<file path="config.mk">
export PLATFORM = sky130hd
export DESIGN_NAME = base_v_binary_conversion
export DESIGN_NICKNAME = d
export VERILOG_FILES = /design/src/design/bvc_pkg.sv /design/src/design/bvc_mul.sv /design/src/design/base_v_binary_conversion.sv
export SDC_FILE = /design/constraint.sdc
export NUM_CORES = 2
export LEC_CHECK = 0
export BUFFER_PORTS_ARGS = -buffer_cell sky130_fd_sc_hd__clkbuf_2
export CAP_MARGIN = 20
export CORE_MARGIN = 4
export CORE_UTILIZATION = 35
export CTS_BUF_LIST = sky130_fd_sc_hd__clkbuf_8
export CTS_CLUSTER_DIAMETER = 200
export CTS_CLUSTER_SIZE = 28
export DETAILED_ROUTE_END_ITERATION = 12
export GPL_TIMING_DRIVEN = 0
export PLACE_DENSITY_LB_ADDON = 0.25
export SYNTH_ARGS = -nofsm -noshare
export SYNTH_HDL_FRONTEND = slang
export SYNTH_SLANG_ARGS = --single-unit
</file>
<file path="constraint.sdc">
create_clock -name clk_i -period 8.2 [get_ports clk_i]
set_input_delay 2.46 -clock clk_i [delete_from_list [all_inputs] [get_ports clk_i]]
set_output_delay 2.46 -clock clk_i [all_outputs]
set_load 0.02 [all_outputs]
</file>
<file path="src/design/bvc_pkg.sv">
// Types and constants for the base V word converter.
`timescale 1ns / 1ps

package bvc_pkg;

  localparam int unsigned WORD_BITS = 32;
  localparam int unsigned CNT_W     = $clog2(WORD_BITS);

  typedef logic [WORD_BITS-1:0] word_t;
  typedef logic [CNT_W-1:0]     cnt_t;

  // Inverse of -3 modulo 2^WORD_BITS, and -3 itself.
  localparam word_t INV_NEG3 = {(WORD_BITS/2){2'b01}};
  localparam word_t NEG3     = ~word_t'(2);

  localparam cnt_t CNT_LAST  = cnt_t'(WORD_BITS - 1);
  localparam cnt_t REV_FIRST = cnt_t'(3);

  typedef enum logic [1:0] {
    MUL_ACC,   // acc * base
    MUL_SQR,   // base * base
    MUL_NEG3   // acc * -3
  } mul_sel_e;

  typedef enum logic [2:0] {
    ST_IDLE,
    ST_POW_ACC,
    ST_POW_SQR,
    ST_DIGIT,
    ST_DONE
  } state_e;

endpackage

</file>
<file path="src/design/bvc_mul.sv">
// Shared multiplier with operand selection, low word of the product.
`timescale 1ns / 1ps

module bvc_mul import bvc_pkg::*; (
  input  mul_sel_e sel_i,
  input  word_t    acc_i,
  input  word_t    base_i,
  output word_t    prod_o
);

  word_t op_a;
  word_t op_b;

  always_comb begin
    unique case (sel_i)
      MUL_ACC: begin
        op_a = acc_i;
        op_b = base_i;
      end
      MUL_SQR: begin
        op_a = base_i;
        op_b = base_i;
      end
      MUL_NEG3: begin
        op_a = acc_i;
        op_b = NEG3;
      end
      default: begin
        op_a = acc_i;
        op_b = base_i;
      end
    endcase
  end

  assign prod_o = word_t'(op_a * op_b);

endmodule

</file>
<file path="src/design/base_v_binary_conversion.sv">
// Top level of the base V word converter.
`timescale 1ns / 1ps

// Converts a 32-bit word between binary (tuser = 0) and base V (tuser = 1).
// One item at a time through a single 32x32 multiplier. A forward conversion
// is 32 square-and-multiply steps of K^x, each an accumulate and a square,
// and 32 digit steps of g*(-3)^n. A reverse conversion runs 29 forward
// conversions, one per base V digit from digit 3 up. The DONE state then
// hands the word to the output register once that register is free. The
// input is taken again as soon as the result sits in the output register.
module base_v_binary_conversion import bvc_pkg::*; (
  input  logic        clk_i,
  input  logic        rst_ni,
  input  logic        s_axis_tvalid_i,
  output logic        s_axis_tready_o,
  input  logic [31:0] s_axis_tdata_i,   // [31:0] operand
  input  logic        s_axis_tuser_i,   // [0] func
  output logic        m_axis_tvalid_o,
  input  logic        m_axis_tready_i,
  output logic [31:0] m_axis_tdata_o    // [31:0] converted
);

  state_e   state_q, state_d;
  logic     out_valid_q, out_valid_d;
  word_t    out_data_q, out_data_d;
  logic     func_q, func_d;
  word_t    v_q, v_d;
  word_t    b_q, b_d;
  word_t    exp_q, exp_d;
  word_t    acc_q, acc_d;
  word_t    base_q, base_d;
  word_t    f_q, f_d;
  word_t    res_q, res_d;
  cnt_t     cnt_q, cnt_d;
  cnt_t     n_q, n_d;
  mul_sel_e mul_sel;
  word_t    prod;
  word_t    fwd_res;
  word_t    b_flip;
  logic     s_fire;
  logic     out_free;

  assign s_fire   = s_axis_tvalid_i && s_axis_tready_o;
  assign out_free = !out_valid_q || m_axis_tready_i;

  bvc_mul u_mul (
    .sel_i  (mul_sel),
    .acc_i  (acc_q),
    .base_i (base_q),
    .prod_o (prod)
  );

  // Forward word including the digit taken this cycle.
  always_comb begin
    fwd_res        = f_q;
    fwd_res[cnt_q] = acc_q[cnt_q];
    b_flip         = b_q;
    if (fwd_res[n_q] ^ v_q[n_q]) begin
      b_flip[n_q - cnt_t'(2)] = ~b_q[n_q - cnt_t'(2)];
    end
  end

  // Next state.
  always_comb begin
    state_d = state_q;
    unique case (state_q)
      ST_IDLE:    if (s_fire) state_d = ST_POW_ACC;
      ST_POW_ACC: state_d = ST_POW_SQR;
      ST_POW_SQR: state_d = (cnt_q == CNT_LAST) ? ST_DIGIT : ST_POW_ACC;
      ST_DIGIT: begin
        if (cnt_q == CNT_LAST) begin
          state_d = (!func_q || n_q == CNT_LAST) ? ST_DONE : ST_POW_ACC;
        end
      end
      ST_DONE:    if (out_free) state_d = ST_IDLE;
      default:    state_d = ST_IDLE;
    endcase
  end

  // Outputs and datapath.
  always_comb begin
    s_axis_tready_o = (state_q == ST_IDLE);
    mul_sel         = MUL_ACC;
    func_d          = func_q;
    v_d             = v_q;
    b_d             = b_q;
    exp_d           = exp_q;
    acc_d           = acc_q;
    base_d          = base_q;
    f_d             = f_q;
    res_d           = res_q;
    cnt_d           = cnt_q;
    n_d             = n_q;
    out_data_d      = out_data_q;
    out_valid_d     = out_valid_q && !m_axis_tready_i;

    unique case (state_q)
      ST_IDLE: begin
        if (s_fire) begin
          func_d = s_axis_tuser_i;
          v_d    = s_axis_tdata_i;
          b_d    = word_t'(s_axis_tdata_i[2]);
          exp_d  = s_axis_tuser_i ? word_t'(s_axis_tdata_i[2]) : s_axis_tdata_i;
          acc_d  = word_t'(1);
          base_d = INV_NEG3;
          cnt_d  = '0;
          n_d    = REV_FIRST;
        end
      end
      ST_POW_ACC: begin
        mul_sel = MUL_ACC;
        if (exp_q[cnt_q]) acc_d = prod;
      end
      ST_POW_SQR: begin
        mul_sel = MUL_SQR;
        base_d  = prod;
        if (cnt_q == CNT_LAST) begin
          cnt_d = '0;
          f_d   = '0;
        end else begin
          cnt_d = cnt_q + cnt_t'(1);
        end
      end
      ST_DIGIT: begin
        mul_sel = MUL_NEG3;
        acc_d   = prod;
        f_d     = fwd_res;
        if (cnt_q == CNT_LAST) begin
          if (!func_q) begin
            res_d = fwd_res;
          end else if (n_q == CNT_LAST) begin
            res_d = b_flip;
          end else begin
            // Next reverse step: forward-convert the updated guess.
            b_d    = b_flip;
            exp_d  = b_flip;
            acc_d  = word_t'(1);
            base_d = INV_NEG3;
            cnt_d  = '0;
            n_d    = n_q + cnt_t'(1);
          end
        end else begin
          cnt_d = cnt_q + cnt_t'(1);
        end
      end
      ST_DONE: begin
        if (out_free) begin
          out_data_d  = res_q;
          out_valid_d = 1'b1;
        end
      end
      default: ;
    endcase
  end

  always_ff @(posedge clk_i or negedge rst_ni) begin
    if (!rst_ni) begin
      state_q     <= ST_IDLE;
      out_valid_q <= 1'b0;
    end else begin
      state_q     <= state_d;
      out_valid_q <= out_valid_d;
    end
  end

  always_ff @(posedge clk_i) begin
    func_q     <= func_d;
    v_q        <= v_d;
    b_q        <= b_d;
    exp_q      <= exp_d;
    acc_q      <= acc_d;
    base_q     <= base_d;
    f_q        <= f_d;
    res_q      <= res_d;
    cnt_q      <= cnt_d;
    n_q        <= n_d;
    out_data_q <= out_data_d;
  end

  assign m_axis_tvalid_o = out_valid_q;
  assign m_axis_tdata_o  = out_data_q;

endmodule

</file>
==> reports/summary.txt <==
CP Class: register to register
DR WL met2: 45500 µm
Number of global-route vias before repair: 23306
Critical Path AT: 8.55 ns
Ranking of synthesized cells by area: fa_1 (28%), edfxtp_1 (27%), nor2_1 (6.1%)
DRT Wirelength: 106000 µm
Layout Cells excl Fill: 4352
Final net count: 3792
Drt drc: 0
Post-route clock period utilization: 1.00
Total grt overflow: 0
Clk_lat worst skew: 0.59 ns
Mean number of vias per cell: 5.43
RSZ-0062 raised after global routing: yes
Average cell area after synthesis: 9.90 µm²
Worst Setup End Kind: register
Final Hold Fails: 0
Commonest cells post-synth: nor2_1 (481), nand2_1 (430), inv_1 (411)
Critical R2R Launch: state_q[2]
Number of synthesized flops with an enable pin: 267
CTS sink cnt: 271
Slew headroom: 0.228
CP top delay family: adder cells
HP Start: res_q[11]
CTS Buf Count: 13
Critical path launch point type: register
CTS tree: done
Routed wl met3: 11000 µm
Worst path max stage delay: 0.61 ns
HPWL Detailed: 83100 µm
Cell with the most instances after synthesis: nor2_1
First-pass GRT wire length: 155000 µm
GRT Total Usage: 0.233
Tightest Pin Transition: 1.15 ns
Post-synthesis sequential area ratio: 0.273
Minimum clock period: 8.22 ns
Slowest CP cell: fa_2
Initial core utilization: 0.354
DIE AREA: 89600 µm²
Initial DRC count: 3026
Die Wd: 299 µm
Outcome: finished, violations left
Worst clock skew: 0.0523 ns
WHS Path Cells: 0
Final Instance Area: 34400 µm²
Initial antenna violation count: 1
Yosys reg bits: 271
Fmax: 122 MHz
Buffer and inverter count on the worst path: 9
Router iterations before antenna repair: 6
Crit-path most repeated cell: fa_1
Pin count of the biggest net entering global routing: 35
Final Setup Violations: 3
DP Area: 31800 µm²
Placed cells: 4220
Ports: 71
CP required: 8.53 ns
Port Buffers: 70
R2R cell count: 27
Mapped Area: 29700 µm²
Post-synthesis async set-or-reset flop share: 0.0148
Post-Syn Instances: 3000
CTS Buffer Depth: 3
Main synth FF type: edfxtp_1
Final GP Congestion: 0.987
Routed vias: 23646
Routed wire per std cell: 24.5 µm
Slew Limit Fails: 0
Unique cell type count in the Yosys netlist: 84
Final worst slack: -0.0196 ns
Core area: 83800 µm²
Crit-path max FO: 10
Hold_buf cts: 0
ANT nets after route: 0
Syn-to-layout area delta: 15.9%
Dominant cell type by area after synthesis: fa_1
Htree depth: 1
# rows: 106
Hold Path End: m_axis_tdata_o[11]
Max Cap Viol: 0
Worst reg2reg setup slack: -0.02 ns
Highest metal used: met4
Reg clk slew, reported paths: 0.18 ns
DP Worst Slack: -2.70 ns
Syn nets: 3580
Share of cells above drive strength 1: 0.169
Worst R2R End: base_q[30]
Top cell type's share of synthesized area: 0.275
Root Driver: clkbuf_8
M1 WL: 44800 µm
Ys Warns: 0
Min-Delay Path Class: register to register
Failing checks: negative setup slack
Die Ht: 299 µm
[metrics by stage]
stage               TNS, ns   util  hold WS (ns)
global route          -2.16  0.411         0.451
finish              -0.0368  0.411         0.436
floorplan                 0      -         0.400
detailed placement   -78.10  0.379         0.405
global placement    -131.94  0.376         0.401
CTS                       0  0.403         0.438
[area by class of cell]
class                      count  area (µm²)
multi-input combinational   2165       20300
antenna                        2        5.00
clock buffer                  13         179
buffer                       147        1200
timing repair buffer         203        1620
tap                         1134        1420
inverter                     411        1540
fill                        8320       49400
clock inverter                 6        33.8
sequential                   271        8120
[cell families (layout without fill, tap and decap cells)]
group           count (synthesis)  in the layout  share of synthesized area
compound gates                257            257                     0.0583
mux                           168            168                     0.0778
fa+ha+maj                     543            543                      0.332
buf+inv                       564            780                     0.0756
xor+xnor                       86             86                     0.0258
simple gates                 1111           1111                      0.157
other cells                     0              2                          0
flops                         271            271                      0.273
[how the worst max path moves through the flow]
stage                     startpoint         end  slack (ns)  depth (start not counted)
after CTS                 state_q[0]   acc_q[31]       0.006                         29
final                     state_q[2]  base_q[30]       -0.02                         27
after detailed placement  state_q[0]   acc_q[24]       -2.70                         31
after global routing      state_q[2]  base_q[30]       -0.20                         31
after floorplan           state_q[0]   acc_q[24]       0.007                         28
after global placement    state_q[0]   acc_q[24]       -2.80                         31
[per-layer routing]
metal,vias up,GRT usage
met5,-,0
met4,0,0.0798
met3,306,0.0491
met2,1315,0.352
met1,11917,0.332
li1,10108,-
[registers in the layout, indices dropped and copies added, names as in the netlist]
| register | cells |
|---|---|
| res_q | 32 |
| func_q | 1 |
| exp_q | 32 |
| cnt_q | 5 |
| state_q | 3 |
| b_q | 32 |
| m_axis_tvalid_o | 1 |
| m_axis_tdata_o | 32 |
| acc_q | 32 |
| v_q | 32 |
| n_q | 5 |
| f_q | 32 |
| base_q | 32 |
[cell usage in the layout, fill, tap and decap left out, drive strengths merged, types with 7 or more instances in the layout]
master,count
mux2i,110
and2,14
nor2b,9
xor2,19
buf,193
a221oi,7
nand2,430
edfxtp,267
ha,135
nand3,54
o21ai,55
o21bai,8
nor3b,8
o221ai,18
a21oi,61
a31oi,8
a21o,35
fa,408
nor2,481
nor3,29
o211ai,7
nand2b,39
a211oi,7
inv,416
clkbuf,169
and3,8
mux4,31
xnor2,66
mux2,27
[what timing repair did]
item	in CTS	in global routing
gates cloned	1	2
gates resized for setup	287	112
setup endpoints to repair	44	26
pin swaps	69	75
buffers inserted	80	34
Power is not shown: default switching activity piles up to over one toggle a cycle in this logic, so the estimate is an artifact.
